**src/hdl/sbm_pkg.sv**
```systemverilog
// Shared types, codes and slot tables for the sensor register bus master.
// No dependencies; imported by every module of the block but the checker.
package sbm_pkg;

    localparam int unsigned BYTE_W   = 8;
    localparam int unsigned MODE_W   = 2;
    localparam int unsigned IDX_W    = 4;   // position in the segment program
    localparam int unsigned REM_W    = 5;   // slot within a segment, up to 23
    localparam int unsigned IN_DATA_W  = 24;
    localparam int unsigned OUT_DATA_W = 16;

    localparam logic [IDX_W-1:0] WRITE_LAST_IDX = 4'd8;
    localparam logic [IDX_W-1:0] READ_LAST_IDX  = 4'd12;

    typedef enum logic [MODE_W-1:0] {
        MODE_TICK  = 2'd0,
        MODE_WRITE = 2'd1,
        MODE_READ  = 2'd2,
        MODE_SPARE = 2'd3
    } mode_t;

    typedef enum logic [2:0] {
        SEG_IDLE  = 3'd0,
        SEG_START = 3'd1,
        SEG_WBYTE = 3'd2,
        SEG_ACK   = 3'd3,
        SEG_STOP  = 3'd4,
        SEG_RBYTE = 3'd5,
        SEG_NACK  = 3'd6
    } seg_kind_t;

    typedef enum logic [1:0] {
        SRC_ADDR  = 2'd0,
        SRC_REG   = 2'd1,
        SRC_VAL   = 2'd2,
        SRC_RADDR = 2'd3
    } src_sel_t;

    typedef struct packed {
        seg_kind_t kind;
        src_sel_t  src;
    } prog_entry_t;

    typedef struct packed {
        logic [MODE_W-1:0] mode;
        logic [BYTE_W-1:0] register_index;
        logic [BYTE_W-1:0] write_value;
        logic              sda_sample;
    } item_t;

    typedef struct packed {
        logic              scl_level;
        logic              sda_level;
        logic              busy_res;
        logic              done_res;
        logic [BYTE_W-1:0] read_data;
        logic              ack_error;
    } result_t;

    // last slot number of each segment kind
    function automatic logic [REM_W-1:0] seg_last(input seg_kind_t kind);
        logic [REM_W-1:0] r;
        r = '0;
        case (kind)
            SEG_IDLE:  r = 5'd0;
            SEG_START: r = 5'd1;
            SEG_WBYTE: r = 5'd23;
            SEG_ACK:   r = 5'd2;
            SEG_STOP:  r = 5'd2;
            SEG_RBYTE: r = 5'd15;
            SEG_NACK:  r = 5'd1;
            default:   r = 5'd0;
        endcase
        return r;
    endfunction

    // segment programs for a register write and a register read
    function automatic prog_entry_t prog_entry(input logic is_read,
                                               input logic [IDX_W-1:0] idx);
        prog_entry_t e;
        e = '{kind: SEG_IDLE, src: SRC_ADDR};
        if (is_read) begin
            case (idx)
                4'd0:    e = '{kind: SEG_IDLE,  src: SRC_ADDR};
                4'd1:    e = '{kind: SEG_START, src: SRC_ADDR};
                4'd2:    e = '{kind: SEG_WBYTE, src: SRC_ADDR};
                4'd3:    e = '{kind: SEG_ACK,   src: SRC_ADDR};
                4'd4:    e = '{kind: SEG_WBYTE, src: SRC_REG};
                4'd5:    e = '{kind: SEG_ACK,   src: SRC_ADDR};
                4'd6:    e = '{kind: SEG_STOP,  src: SRC_ADDR};
                4'd7:    e = '{kind: SEG_START, src: SRC_ADDR};
                4'd8:    e = '{kind: SEG_WBYTE, src: SRC_RADDR};
                4'd9:    e = '{kind: SEG_ACK,   src: SRC_ADDR};
                4'd10:   e = '{kind: SEG_RBYTE, src: SRC_ADDR};
                4'd11:   e = '{kind: SEG_NACK,  src: SRC_ADDR};
                4'd12:   e = '{kind: SEG_STOP,  src: SRC_ADDR};
                default: e = '{kind: SEG_IDLE,  src: SRC_ADDR};
            endcase
        end else begin
            case (idx)
                4'd0:    e = '{kind: SEG_IDLE,  src: SRC_ADDR};
                4'd1:    e = '{kind: SEG_START, src: SRC_ADDR};
                4'd2:    e = '{kind: SEG_WBYTE, src: SRC_ADDR};
                4'd3:    e = '{kind: SEG_ACK,   src: SRC_ADDR};
                4'd4:    e = '{kind: SEG_WBYTE, src: SRC_REG};
                4'd5:    e = '{kind: SEG_ACK,   src: SRC_ADDR};
                4'd6:    e = '{kind: SEG_WBYTE, src: SRC_VAL};
                4'd7:    e = '{kind: SEG_ACK,   src: SRC_ADDR};
                4'd8:    e = '{kind: SEG_STOP,  src: SRC_ADDR};
                default: e = '{kind: SEG_IDLE,  src: SRC_ADDR};
            endcase
        end
        return e;
    endfunction

endpackage

```
**src/hdl/sbm_seq.sv**
```systemverilog
// Bus slot sequencer: transfer state and per-slot line levels for one item.
// Depends on sbm_pkg.
module sbm_seq (
    input  logic                  clk,
    input  logic                  rst_n,
    input  logic                  advance,
    input  sbm_pkg::item_t        item,
    input  logic [7:0]            sensor_address,
    output sbm_pkg::result_t      result
);
    import sbm_pkg::*;

    logic              active_reg, active_next;
    logic              is_read_reg, is_read_next;
    logic [IDX_W-1:0]  idx_reg, idx_next;
    logic [REM_W-1:0]  rem_reg, rem_next;
    logic [BYTE_W-1:0] shift_reg, shift_next;
    logic [BYTE_W-1:0] saved_register_reg, saved_register_next;
    logic [BYTE_W-1:0] saved_value_reg, saved_value_next;

    prog_entry_t       entry;
    logic [REM_W-1:0]  last_rem;
    logic              last_seg;
    logic [BYTE_W-1:0] tx_byte;
    logic [8:0]        div_prod;
    logic [2:0]        bit_q;
    logic [REM_W-1:0]  q_times3;
    logic [REM_W-1:0]  phase;
    logic              scl, sda, abort_now;

    assign entry    = prog_entry(is_read_reg, idx_reg);
    assign last_rem = seg_last(entry.kind);
    assign last_seg = idx_reg == (is_read_reg ? READ_LAST_IDX : WRITE_LAST_IDX);

    // rem / 3 for rem <= 23 via multiply by 11 and shift
    assign div_prod = {4'd0, rem_reg} * 9'd11;
    assign bit_q    = div_prod[7:5];
    assign q_times3 = {1'b0, bit_q, 1'b0} + {2'b00, bit_q};
    assign phase    = rem_reg - q_times3;

    always_comb
    begin
        case (entry.src)
            SRC_ADDR:  tx_byte = sensor_address;
            SRC_REG:   tx_byte = saved_register_reg;
            SRC_VAL:   tx_byte = saved_value_reg;
            SRC_RADDR: tx_byte = sensor_address + 8'd1;
            default:   tx_byte = sensor_address;
        endcase
    end

    always_comb
    begin
        active_next         = active_reg;
        is_read_next        = is_read_reg;
        idx_next            = idx_reg;
        rem_next            = rem_reg;
        shift_next          = shift_reg;
        saved_register_next = saved_register_reg;
        saved_value_next    = saved_value_reg;
        scl                 = 1'b1;
        sda                 = 1'b1;
        abort_now           = 1'b0;
        result              = '{scl_level: 1'b1, sda_level: 1'b1, busy_res: 1'b0,
                                done_res: 1'b0, read_data: '0, ack_error: 1'b0};

        if (!active_reg) begin
            if (item.mode == MODE_WRITE || item.mode == MODE_READ) begin
                saved_register_next = item.register_index;
                saved_value_next    = item.write_value;
                is_read_next        = item.mode == MODE_READ;
                shift_next          = '0;
                idx_next            = '0;
                rem_next            = '0;
                active_next         = 1'b1;
                result.busy_res     = 1'b1;
            end
        end else begin
            unique case (entry.kind)
                SEG_IDLE:
                begin
                    scl = 1'b1;
                    sda = 1'b1;
                end
                SEG_START:
                begin
                    scl = rem_reg == '0;
                    sda = 1'b0;
                end
                SEG_WBYTE:
                begin
                    sda = tx_byte[3'd7 - bit_q];
                    scl = phase == 5'd1;
                end
                SEG_ACK:
                begin
                    sda = 1'b1;
                    scl = rem_reg == 5'd1;
                    abort_now = (rem_reg == 5'd1) && is_read_reg && item.sda_sample;
                end
                SEG_STOP:
                begin
                    scl = rem_reg != '0;
                    sda = rem_reg == 5'd2;
                end
                SEG_RBYTE:
                begin
                    sda = 1'b1;
                    scl = !rem_reg[0];
                    if (!rem_reg[0])
                        shift_next = {shift_reg[6:0], item.sda_sample};
                end
                SEG_NACK:
                begin
                    sda = 1'b1;
                    scl = rem_reg == '0;
                end
                default:
                begin
                    scl = 1'b1;
                    sda = 1'b1;
                end
            endcase

            if (abort_now) begin
                active_next      = 1'b0;
                result.done_res  = 1'b1;
                result.ack_error = 1'b1;
            end else if (last_seg && rem_reg == last_rem) begin
                active_next      = 1'b0;
                result.scl_level = scl;
                result.sda_level = sda;
                result.done_res  = 1'b1;
                result.read_data = is_read_reg ? shift_reg : '0;
            end else begin
                result.scl_level = scl;
                result.sda_level = sda;
                result.busy_res  = 1'b1;
                if (rem_reg == last_rem) begin
                    idx_next = idx_reg + 4'd1;
                    rem_next = '0;
                end else begin
                    rem_next = rem_reg + 5'd1;
                end
            end
        end
    end

    always_ff @(posedge clk or negedge rst_n)
    begin
        if (!rst_n) begin
            active_reg <= 1'b0;
        end else if (advance) begin
            active_reg <= active_next;
        end
    end

    // operands and slot position are only read while a transfer is active
    always_ff @(posedge clk)
    begin
        if (advance) begin
            is_read_reg        <= is_read_next;
            idx_reg            <= idx_next;
            rem_reg            <= rem_next;
            shift_reg          <= shift_next;
            saved_register_reg <= saved_register_next;
            saved_value_reg    <= saved_value_next;
        end
    end

endmodule

```
**src/hdl/sccb_bitbang_register_master_core.sv**
```systemverilog
// Top level of the two-wire sensor register master: stream ports, input
// and result registers, config register. Depends on sbm_pkg and sbm_seq.
//
// Channel   Dir  Handshake               Payload
// s_axis    in   s_tvalid / s_tready     s_tuser = mode, s_tdata = operands
// m_axis    out  m_tvalid / m_tready     m_tdata = lines and status
// cfg       in   cfg_valid / cfg_ready   cfg_data = sensor_address
//
// Every transaction is one bus slot; one item per clock is sustained while
// m_tready is high, and each item's result passes the input register, then
// the result register. The sequencer's slot state updates once per item.
// Reset clears the handshake valids and returns the sequencer to idle.
// A stalled m_tready holds the result register; the input register then
// holds too and s_tready drops only once both are occupied.
// Config is taken every cycle (cfg_ready is always high); writes are
// expected only while the block is idle.
module sccb_bitbang_register_master_core (
    input  logic        clk,
    input  logic        rst_n,
    input  logic        s_tvalid,
    output logic        s_tready,
    input  logic [23:0] s_tdata,   // [7:0] register_index, [15:8] write_value,
                                   // [16] sda_sample, [23:17] zero
    input  logic [1:0]  s_tuser,   // [1:0] mode
    output logic        m_tvalid,
    input  logic        m_tready,
    output logic [15:0] m_tdata,   // [0] scl_level, [1] sda_level, [2] busy_res,
                                   // [3] done_res, [11:4] read_data,
                                   // [12] ack_error, [15:13] zero
    input  logic        cfg_valid,
    output logic        cfg_ready,
    input  logic [7:0]  cfg_data
);
    import sbm_pkg::*;

    logic        in_valid_reg;
    item_t       in_item_reg;
    logic        out_valid_reg;
    result_t     out_result_reg;
    logic [7:0]  sensor_address_reg;
    logic        advance;
    result_t     seq_result;
    item_t       s_item;

    assign s_item = '{mode: s_tuser, register_index: s_tdata[7:0],
                      write_value: s_tdata[15:8], sda_sample: s_tdata[16]};

    // the sequencer consumes the held item whenever the result slot frees up
    assign advance   = in_valid_reg && (!out_valid_reg || m_tready);
    assign s_tready  = !in_valid_reg || advance;
    assign cfg_ready = 1'b1;

    assign m_tvalid = out_valid_reg;
    assign m_tdata  = {3'b000, out_result_reg.ack_error, out_result_reg.read_data,
                       out_result_reg.done_res, out_result_reg.busy_res,
                       out_result_reg.sda_level, out_result_reg.scl_level};

    sbm_seq u_seq (
        .clk            (clk),
        .rst_n          (rst_n),
        .advance        (advance),
        .item           (in_item_reg),
        .sensor_address (sensor_address_reg),
        .result         (seq_result)
    );

    always_ff @(posedge clk or negedge rst_n)
    begin
        if (!rst_n) begin
            in_valid_reg       <= 1'b0;
            out_valid_reg      <= 1'b0;
            sensor_address_reg <= '0;
        end else begin
            if (s_tvalid && s_tready)
                in_valid_reg <= 1'b1;
            else if (advance)
                in_valid_reg <= 1'b0;

            if (advance)
                out_valid_reg <= 1'b1;
            else if (m_tready)
                out_valid_reg <= 1'b0;

            if (cfg_valid && cfg_ready)
                sensor_address_reg <= cfg_data;
        end
    end

    always_ff @(posedge clk)
    begin
        if (s_tvalid && s_tready)
            in_item_reg <= s_item;
        if (advance)
            out_result_reg <= seq_result;
    end

endmodule

```
**config.mk**
```make
export PLATFORM = sky130hd
export DESIGN_NAME = sccb_bitbang_register_master_core
export DESIGN_NICKNAME = d
export VERILOG_FILES = /design/src/hdl/sbm_pkg.sv /design/src/hdl/sbm_seq.sv /design/src/hdl/sccb_bitbang_register_master_core.sv
export SDC_FILE = /design/constraint.sdc
export NUM_CORES = 1
export LEC_CHECK = 0
export BUFFER_PORTS_ARGS = -buffer_cell sky130_fd_sc_hd__buf_2
export CELL_PAD_IN_SITES_DETAIL_PLACEMENT = 1
export CELL_PAD_IN_SITES_GLOBAL_PLACEMENT = 2
export CORE_MARGIN = 1
export CORE_UTILIZATION = 42
export CTS_BUF_LIST = sky130_fd_sc_hd__clkbuf_16
export DETAILED_ROUTE_END_ITERATION = 10
export PLACE_DENSITY = 0.95
export SKIP_LAST_GASP = 1
export SLEW_MARGIN = 20
export SYNTH_ARGS = -nofsm -noshare
export SYNTH_HDL_FRONTEND = slang
export SYNTH_SLANG_ARGS = --single-unit
```
**constraint.sdc**
```tcl
create_clock -name clk -period 9.5 [get_ports clk]
set_input_delay 1.425 -clock clk [delete_from_list [all_inputs] [get_ports clk]]
set_output_delay 1.425 -clock clk [all_outputs]
set_load 0.05 [all_outputs]
```
==> results of run 1 <==
==> cell usage in the layout, fill, tap and decap left out, types with 4 or more instances in the layout <==
| cell | count |
|---|---|
| a21o_1 | 4 |
| a21oi_1 | 17 |
| and2_1 | 24 |
| and3_1 | 6 |
| buf_2 | 46 |
| clkbuf_16 | 9 |
| conb_1 | 4 |
| dfrtp_1 | 11 |
| dfxtp_1 | 10 |
| edfxtp_1 | 66 |
| ha_1 | 33 |
| inv_1 | 20 |
| mux2_2 | 14 |
| mux2i_1 | 5 |
| nand2_1 | 28 |
| nand2b_1 | 4 |
| nand3_1 | 12 |
| nand4_1 | 5 |
| nor2_1 | 24 |
| nor3_1 | 6 |
| o21ai_0 | 8 |
| o22ai_1 | 4 |
| xnor2_1 | 13 |
| xor2_1 | 5 |
==> per-stage QoR <==
| step | util [%] | cells | hold WS, ns | setup WS (ns) | area, um2 |
|---|---|---|---|---|---|
| 2_1_floorplan | - | 384 | 0.400 | 5.31 | 4560 |
| 3_3_place_gp | 47.0 | 554 | 0.401 | 4.82 | 4900 |
| 3_5_place_dp | 47.0 | 554 | 0.405 | 4.71 | 4900 |
| 4_1_cts | 49.6 | 570 | 0.420 | 4.71 | 5170 |
| 5_1_grt | 49.6 | 570 | 0.431 | 4.39 | 5170 |
| 6_report | 49.6 | 570 | 0.418 | 4.73 | 5170 |
==> how the worst max path moves through the flow <==
| stage | from | end | cells past startpoint |
|---|---|---|---|
| floorplan | u_seq.rem_reg[1] | m_tdata[0] | 16 |
| global placement | u_seq.rem_reg[1] | m_tdata[0] | 16 |
| detailed placement | u_seq.rem_reg[1] | m_tdata[0] | 16 |
| CTS | u_seq.rem_reg[1] | m_tdata[0] | 16 |
| global route | u_seq.rem_reg[1] | m_tdata[0] | 16 |
| finish | u_seq.rem_reg[1] | m_tdata[0] | 16 |
==> cells by family after synthesis <==
group                    after synthesis
buffers and inverters                 33
AO/OA/AOI/OAI                         60
XOR/XNOR                              18
adder cells (fa/ha/maj)               36
other                                  2
flip-flops                            87
multiplexers                          23
AND/OR/NAND/NOR                      123
==> power groups by stage <==
| stage | logic [W] | clock network [W] | registers [W] |
|---|---|---|---|
| floorplan | 0.000452 | 0 | 0.000508 |
| global placement | 0.000557 | 0 | 0.000508 |
| detailed placement | 0.000588 | 0 | 0.000512 |
| CTS | 0.000597 | 0.000337 | 0.000504 |
| global route | 0.000679 | 0.000351 | 0.000509 |
| finish | 0.000591 | 0.000328 | 0.000503 |
==> metal layers <==
metal  GRT usage, %  vias up  wire [um]
met4           6.75        0        164
met2           34.1       79       5220
li1               -     1474          -
met3           3.00       16        353
met1           24.2     1564       4510
met5              0        -          0
==> cell type report <==
| class | count | share of cell area, % |
|---|---|---|
| clock inverters | 7 | 0.920 |
| well taps | 136 | 3.29 |
| clock buffers | 9 | 4.36 |
| repair buffers | 46 | 4.45 |
| multi-input cells | 264 | 37.9 |
| flip-flops and latches | 87 | 47.5 |
| inverters | 21 | 1.55 |
==> out/metrics.yaml, run 1 <==
synth:
  synth_xor_area_share_pct: 3.46
  synth_edf_count: 66
  synth.top_cell.area_share_pct: 43.5
  synth_top_family_by_area: "simple AND/OR/NAND/NOR gates"
  post-synth-top-count-cell: "edfxtp_1"
  netlist_top_cells_count: "edfxtp_1 (66), ha_1 (33), nand2_1 (28)"
  synth-main-ff-cell: "edfxtp_1"
  async_reset_ff_share_pct: 12.6
  synth-seq-cells: 87
  synth_mux_area_share_pct: 5.82
  ys_warn_count: 0
  synth_top_area_cell: "edfxtp_1"
  yosys.area_share.adder_pct: 10.4
  yosys-top-cells-area: "edfxtp_1 (44%), ha_1 (9.1%), dfrtp_1 (6.0%)"
  syn_area_um2: 4560
  synth-seq-area-share_pct: 53.9
  syn_inst: 382
  yosysUniqueCellTypes: 52
  synth_compound_area_share_pct: 9.01
  avgSynthCellArea_um2: 11.9
  yosys.area_share.simple_pct: 14.0
status:
  status: "finished, final reports clean"
finish:
  drive_gt1_share_pct: 19.8
  nFillCells: 1140
  diodes: 0
  finalNetCount: 504
  multi_input_area_um2: 1960
  area_growth_pct: 13.5
  layout.area.seq_um2: 2460
clocking:
  clock_sinks: 87
  clk_latency_ns: 0.33
  clk_root_buffer_cell: "clkbuf_16"
  cts_resized: 0
  path_clk_slew_ns: 0.07
  hold_buffers: 0
  h-tree-depth: 3
  ctsLongestPathBuffers: 2
  numCtsBuffers: 9
  post-cts-setup-buffers: 0
  tritoncts: "built"
die:
  io_pins: 58
  die_w_um: 106
  die_h_um: 106
  coreArea_um2: 10400
  die-area_um2: 11300
  placementRows: 37
  initial_core_util_pct: 43.7
drt:
  vias_per_cell: 5.50
  drc: 0
  drt-initial-drc-count: 141
  ant_nets: 0
  num_vias: 3133
  wl_um: 10200
  wl_per_cell_um: 18.0
  drtPass1Iterations: 5
setup_path:
  r2r-start: "u_seq.rem_reg[1]"
  critical_path.slowest_cell: "xnor2_1"
  crit_path_max_fanout: 10
  critPathBufInv: 2
  reg2reg_to: "m_tdata[0]"
  rrSetupSlack_ns: 4.73
  path_cells: "ha_1 > fa_1 > ha_1 > a21oi_1 > xnor2_1 > ha_1 > inv_1 > ha_1 > nor2_1 > fa_1 > inv_1 > a21o_1 > a21oi_1 > xnor2_1 > nor3_1 > or3_1"
  cp.required_ns: 9.56
  cp.arrival_ns: 4.83
  end_kind: "flop"
  cpPeakStageDelay_ns: 0.70
  cp-start-kind: "flop"
  crit_top_cell: "ha_1"
  critPathKind: "flop to flop"
  path_delay_family: "adder cells"
  r2r_cells: 16
pwr:
  combPwrFrac_pct: 41.5
  ir_drop_v: 0.000128
  power.density_nw_per_um2: 275
  p_seq_share_pct: 35.4
  p_clk_share_pct: 23.0
  leakagePower_nw: 2.11
  switching_share_pct: 37.5
  netSwitchingPower_w: 0.000533
  p_int_w: 0.000888
  finalPower_w: 0.00142
timing:
  fin_setup_tns_ns: 0
  min_period_ns: 4.77
  skew_ns: 0.0123
  relSlewSlack_pct: 37.4
  tightest_slew_ns: 0.940
  finalCritPeriodShare_pct: 50.2
  setup_viol: 0
  hold_viol_final: 0
  rsz0062_at_grt: "no"
  max_freq_mhz: 210
  final_max_slew_viol_count: 0
placement:
  portBuffers: 46
  gp_congestion: 0.858
  dpl.hpwl_um: 7480
grt:
  globalRouteOverflowTotal: 0
  grt_max_degree: 23
  grt_pass1_vias: 3358
  groute.usage.overall_pct: 19.4
  grt_pass1_wl_um: 16800
  antenna_found_initial: 0
job:
  cap_violations: 0
worst_hold_path:
  worst_hold_path.endpoint: "u_seq.saved_value_reg[0]"
  min_path_cells: 0
  hp-start: "in_item_reg[1]"
  hold_path.class: "flop to flop"
No activity file was read; power rests on OpenSTA's default activity.
==> run 2: changes to the inputs <==
Settings changed: CORE_UTILIZATION 42 to 39, PLACE_DENSITY 0.95 to 0.9.
Clock period 9.5 ns to 4.9 ns, I/O delays scaled along.
==> run 2 against run 1 <==
Non-clock buffer count is 8 higher. Sequential cell count is the same. Critical endpoint unchanged. Via count down 1.1%. Largest cell class unchanged. Fmax increased by 8.7%.
==> out/metrics.yaml, run 2 (synthesis results as in run 1) <==
timing:
  max_freq_mhz: 228  # +8.7%
  tightest_slew_ns: 0.905  # -0.0349 ns
  setup_viol: 0  # unchanged
  final_max_slew_viol_count: 0  # unchanged
  relSlewSlack_pct: 39.7  # +2.3 points
  hold_viol_final: 0  # unchanged
  finalCritPeriodShare_pct: 89.6  # +39 points
  skew_ns: 0.0100  # -0.00226 ns
  fin_setup_tns_ns: 0  # unchanged
  rsz0062_at_grt: "no"
  min_period_ns: 4.39  # -0.382 ns
setup_path:
  critPathKind: "flop to flop"
  end_kind: "flop"
  crit_path_max_fanout: 4  # -6
  cp.required_ns: 4.99  # -4.57 ns
  rrSetupSlack_ns: 0.51  # -4.22 ns
  cpPeakStageDelay_ns: 0.48  # -0.22 ns
  crit_top_cell: "ha_1"
  critical_path.slowest_cell: "fa_1"
  path_cells: "ha_1 > ha_1 > ha_1 > a31o_2 > a21oi_1 > nor2b_1 > o21a_1 > nor2_1 > xnor2_1 > fa_1 > inv_1 > ha_1 > a21o_1 > a21oi_1 > xnor2_1 > nor3_1 > or3_1"
  critPathBufInv: 1  # -1
  cp-start-kind: "flop"
  r2r_cells: 17  # +1
  cp.depth: 17  # +1
  path_delay_family: "adder cells"
  cp.arrival_ns: 4.48  # -0.35 ns
drt:
  wl_met3_um: 478  # +35%
  wl_um: 9760  # -4.8%
  num_vias: 3098  # -1.1%
  wl_per_cell_um: 16.7  # -7.2%
  drtPass1Iterations: 4  # -1
  vias_per_cell: 5.30  # -3.7%
  drc: 0  # unchanged
  ant_nets: 0  # unchanged
  drt-initial-drc-count: 120  # -15%
  wl_met2_um: 4610  # -12%
  highest_layer: "met4"
  route.layer.met1.wl_um: 4380  # -3.0%
pwr:
  leakagePower_nw: 2.16  # +2.2%
  ir_drop_v: 0.000410  # +220%
  power.density_nw_per_um2: 533  # +94%
  finalPower_w: 0.00279  # +97%
finish:
  finalNetCount: 512  # +1.6%
  nFillCells: 1256  # +10%
  mostFrequentLayoutCells: "edfxtp_1 (66), buf_2 (46), ha_1 (33), nand2_1 (28)"
  area_growth_pct: 15.0
  diodes: 0  # unchanged
  final_common_cell: "edfxtp_1"
  drive_gt1_share_pct: 21.5  # +1.7 points
clocking:
  ctsLongestPathBuffers: 2  # unchanged
  post-cts-setup-buffers: 0  # unchanged
  path_clk_slew_ns: 0.06  # about the same
  cts_resized: 0  # unchanged
  hold_buffers: 0  # unchanged
  clk_latency_ns: 0.35  # +0.02 ns
  clock_sinks: 87  # unchanged
  numCtsBuffers: 9  # unchanged
  clk_root_buffer_cell: "clkbuf_16"
  h-tree-depth: 3  # unchanged
  tritoncts: "built"
die:
  coreArea_um2: 11400  # +9.6%
  die_h_um: 110  # +3.7%
  die_w_um: 110  # +3.7%
  initial_core_util_pct: 39.9  # -3.8 points
  die-area_um2: 12100  # +7.6%
  placementRows: 39  # +5.4%
  io_pins: 58  # unchanged
job:
  cap_violations: 0  # unchanged
grt:
  globalRouteOverflowTotal: 0  # unchanged
  antenna_found_initial: 0  # unchanged
  groute.usage.overall_pct: 18.1  # -1.4 points
  grt_pass1_vias: 3199  # -4.7%
  grt_pass1_wl_um: 16100  # -4.2%
  grt_max_degree: 23  # unchanged
status:
  status: "finished, final reports clean"
placement:
  gp_congestion: 0.911  # +6.2%
  dpl.hpwl_um: 7390  # -1.1%
  portBuffers: 46  # unchanged
worst_hold_path:
  hold_path.class: "input port to asynchronous set/reset pin"
-- run 2: layer usage --
| metal | track usage (%) | vias up |
|---|---|---|
| met5 | 0 | - |
| met4 | 9.05 | 0 |
| met3 | 4.00 | 18 |
| met2 | 29.7 | 81 |
| met1 | 22.3 | 1508 |
| li1 | - | 1491 |
-- run 2: stage by stage --
| step | utilization, % | area, um2 | instances | worst slack [ns] | hold WS (ns) |
|---|---|---|---|---|---|
| after CTS | 45.9 | 5240 | 585 | 0.503 | 0.240 |
| final | 45.9 | 5240 | 585 | 0.512 | 0.240 |
| after global placement | 43.5 | 4960 | 569 | 0.614 | 0.402 |
| after global routing | 45.9 | 5240 | 585 | 0.341 | 0.244 |
| after floorplan | - | 4560 | 384 | 0.714 | 0.400 |
| after detailed placement | 43.5 | 4960 | 569 | 0.515 | 0.409 |
-- run 2: report_power, final --
| group | total, W | internal (W) | switching [W] |
|---|---|---|---|
| Clock | 0.000632 | 0.000344 | 0.000288 |
| Sequential | 0.000956 | 0.000891 | 0.0000645 |
| Combinational | 0.00121 | 0.000524 | 0.000682 |
-- run 2: area by class of cell --
cell class	instances	area, um2	area share (%)
Sequential cell	87	2460	46.9
Clock inverter	7	48.8	0.931
Multi-Input combinational cell	264	1960	37.4
Timing Repair Buffer	54	290	5.54
Clock buffer	9	225	4.30
Inverter	21	80.1	1.53
Tap cell	143	179	3.42
-- run 2: worst paths after layout --
kind                                  start                        to
setup / recovery           u_seq.rem_reg[0]                m_tdata[0]
hold / removal                        rst_n     sensor_address_reg[1]
setup reg to reg           u_seq.rem_reg[0]                m_tdata[0]
hold reg to reg              in_item_reg[8]  u_seq.saved_value_reg[7]
max in group asynchronous             rst_n              in_valid_reg
min in group clk             in_item_reg[8]  u_seq.saved_value_reg[7]
==> run 3: changes to the inputs <==
Settings changed: CELL_PAD_IN_SITES_GLOBAL_PLACEMENT 2 to 1, CORE_UTILIZATION 39 to 47.
==> run 3 against run 2 <==
Final cell count is 2.7% lower. Fmax shrank 2.4%. Sequential cell count unchanged. First-iteration DRC count up 75%. Register-to-register slack lost 0.11 ns. Combinational power about the same. Core utilization increased by 10 points. Clock skew decreased by 0.0013 ns. Sequential power about the same. Final area shrank 0.14%. Critical endpoint unchanged.
==> out/metrics.yaml, run 3 (synthesis results as in run 1) <==
status:
  status: "finished, final reports clean"
timing:
  hold_viol_final: 0  # unchanged
  fin_setup_tns_ns: 0  # unchanged
  finalCritPeriodShare_pct: 91.7  # +2.2 points
  setup_viol: 0  # unchanged
  max_freq_mhz: 223  # -2.4%
  layout_setup_ws_ns: 0.406  # -0.106 ns
  rsz0062_at_grt: "no"
  final_max_slew_viol_count: 0  # unchanged
  skew_ns: 0.00869  # -0.00133 ns
  min_period_ns: 4.49  # +0.106 ns
  relSlewSlack_pct: 42.4  # +2.7 points
  tightest_slew_ns: 0.840  # -0.0649 ns
drt:
  drt-initial-drc-count: 210  # +75%
  drtPass1Iterations: 4  # unchanged
  drc: 0  # unchanged
  vias_per_cell: 5.62  # +6.1%
  wl_per_cell_um: 18.3  # +9.5%
  wl_um: 10400  # +6.5%
  ant_nets: 0  # unchanged
  num_vias: 3196  # +3.2%
finish:
  diodes: 0  # unchanged
  drive_gt1_share_pct: 21.4  # -0.13 points
  final_area_um2: 5230  # -0.14%
  stdcell_count: 569  # -2.7%
  finalNetCount: 510  # -0.39%
  mostFrequentLayoutCells: "edfxtp_1 (66), buf_2 (46), ha_1 (33), nand2_1 (28)"
  area_growth_pct: 14.8
  final_common_cell: "edfxtp_1"
setup_path:
  end_kind: "flop"
  r2r_cells: 17  # unchanged
  critPathKind: "flop to flop"
  rrSetupSlack_ns: 0.41  # -0.11 ns
  cp.required_ns: 4.99  # about the same
  cpPeakStageDelay_ns: 0.49  # about the same
  crit_path_max_fanout: 4  # unchanged
  cp.arrival_ns: 4.59  # +0.11 ns
  path_cells: "ha_1 > ha_1 > ha_1 > a31o_2 > a21oi_1 > nor2b_1 > o21a_1 > nor2_1 > xnor2_1 > fa_1 > inv_1 > ha_1 > a21o_1 > a21oi_1 > xnor2_1 > nor3_1 > or3_1"
  crit_top_cell: "ha_1"
  cp-start-kind: "flop"
  reg2reg_to: "m_tdata[0]"
  critical_path.slowest_cell: "fa_1"
  r2r-start: "u_seq.rem_reg[0]"
die:
  die_w_um: 100  # -8.7%
  coreArea_um2: 9330  # -18%
  io_pins: 58  # unchanged
  die-area_um2: 10100  # -17%
  initial_core_util_pct: 48.8  # +8.9 points
  placementRows: 35  # -10%
  die_h_um: 100  # -8.7%
clocking:
  ctsLongestPathBuffers: 2  # unchanged
  post-cts-setup-buffers: 0  # unchanged
  hold_buffers: 0  # unchanged
  clock_sinks: 87  # unchanged
  tritoncts: "built"
  numCtsBuffers: 9  # unchanged
  clk_root_buffer_cell: "clkbuf_16"
  clk_latency_ns: 0.35  # about the same
  cts_resized: 0  # unchanged
  path_clk_slew_ns: 0.07  # about the same
  h-tree-depth: 3  # unchanged
placement:
  dpl_worst_slack_ns: 0.382  # -0.133 ns
  dp.cells: 553  # -2.8%
  gp_congestion: 0.875  # -4.0%
  dpl.hpwl_um: 7620  # +3.1%
  portBuffers: 46  # unchanged
  postPlaceCellArea_um2: 4930  # -0.66%
pwr:
  leakagePower_nw: 2.16  # +0.34%
  finalPower_w: 0.00286  # +2.3%
  power.density_nw_per_um2: 546  # +2.5%
  p_seq_share_pct: 33.5  # -0.7 points
  p_clk_share_pct: 23.8  # +1.2 points
  combPwrFrac_pct: 42.7  # -0.5 points
  netSwitchingPower_w: 0.00109  # +5.1%
  ir_drop_v: 0.000338  # -18%
  p_int_w: 0.00177  # +0.66%
  switching_share_pct: 38.1  # +1.0 points
grt:
  grt_pass1_wl_um: 16900  # +4.8%
  grt_max_degree: 23  # unchanged
  antenna_found_initial: 0  # unchanged
  groute.usage.overall_pct: 22.3  # +4.3 points
  globalRouteOverflowTotal: 0  # unchanged
  grt_pass1_vias: 3401  # +6.3%
worst_hold_path:
  hold_path.class: "input port to asynchronous set/reset pin"
job:
  cap_violations: 0  # unchanged
## run 3: changes by cell type in the layout (fill, tap and decap cells not counted)
cell | previous run | this run
clkinv_2 | 2 | 1
inv_8 | 0 | 2
clkinv_8 | 0 | 1
inv_1 | 21 | 20
clkinvlp_4 | 3 | 0
clkinv_4 | 0 | 2
buf_4 | 8 | 6
## run 3: worst max-delay path: cells and delay by family, from the launching register on
kind | cells | cell delay, ns
buf+inv | 1 | 0.07
xor+xnor | 2 | 0.37
compound gates | 5 | 1.10
flops | 1 | 0.40
simple gates | 4 | 0.65
fa+ha+maj | 5 | 1.66
## run 3: layout make-up
cell class,instances,area [um2]
fillers,980,4100
multi-input cells,264,1960
well taps,129,161
inverters,21,80.1
clock inverters,7,73.8
flip-flops and latches,87,2460
clock buffers,9,225
repair buffers,52,275
## run 3: per-layer routing
metal | routed length (um) | vias up | global-route usage (%)
li1 | - | 1489 | -
met1 | 4370 | 1593 | 26.6
met2 | 5370 | 98 | 39.9
met3 | 443 | 16 | 4.02
met4 | 213 | 0 | 8.81
met5 | 0 | - | 0
## run 3: worst max-delay path by stage
stage                     startpoint    endpoint  slack [ns]  cells past startpoint
floorplan           u_seq.rem_reg[1]  m_tdata[0]        0.71                     16
global placement    u_seq.rem_reg[1]  m_tdata[0]        0.60                     16
detailed placement  u_seq.rem_reg[0]  m_tdata[0]        0.38                     17
CTS                 u_seq.rem_reg[0]  m_tdata[0]        0.38                     17
global route        u_seq.rem_reg[0]  m_tdata[0]        0.21                     17
finish              u_seq.rem_reg[0]  m_tdata[0]        0.41                     17
## run 3: power groups by stage
stage | Combinational, W | Clock (W) | Sequential [W]
global route | 0.00136 | 0.000719 | 0.000967
finish | 0.00122 | 0.000681 | 0.000958
global placement | 0.00112 | 0 | 0.000966
floorplan | 0.000875 | 0 | 0.000985
CTS | 0.00123 | 0.000693 | 0.000958
detailed placement | 0.00121 | 0 | 0.000973
## run 3: through the flow
stage / utilization (%) / hold slack [ns]
detailed placement: 52.9 / 0.406
global route: 56.1 / 0.252
global placement: 52.9 / 0.403
floorplan: - / 0.400
CTS: 56.1 / 0.245
finish: 56.1 / 0.240
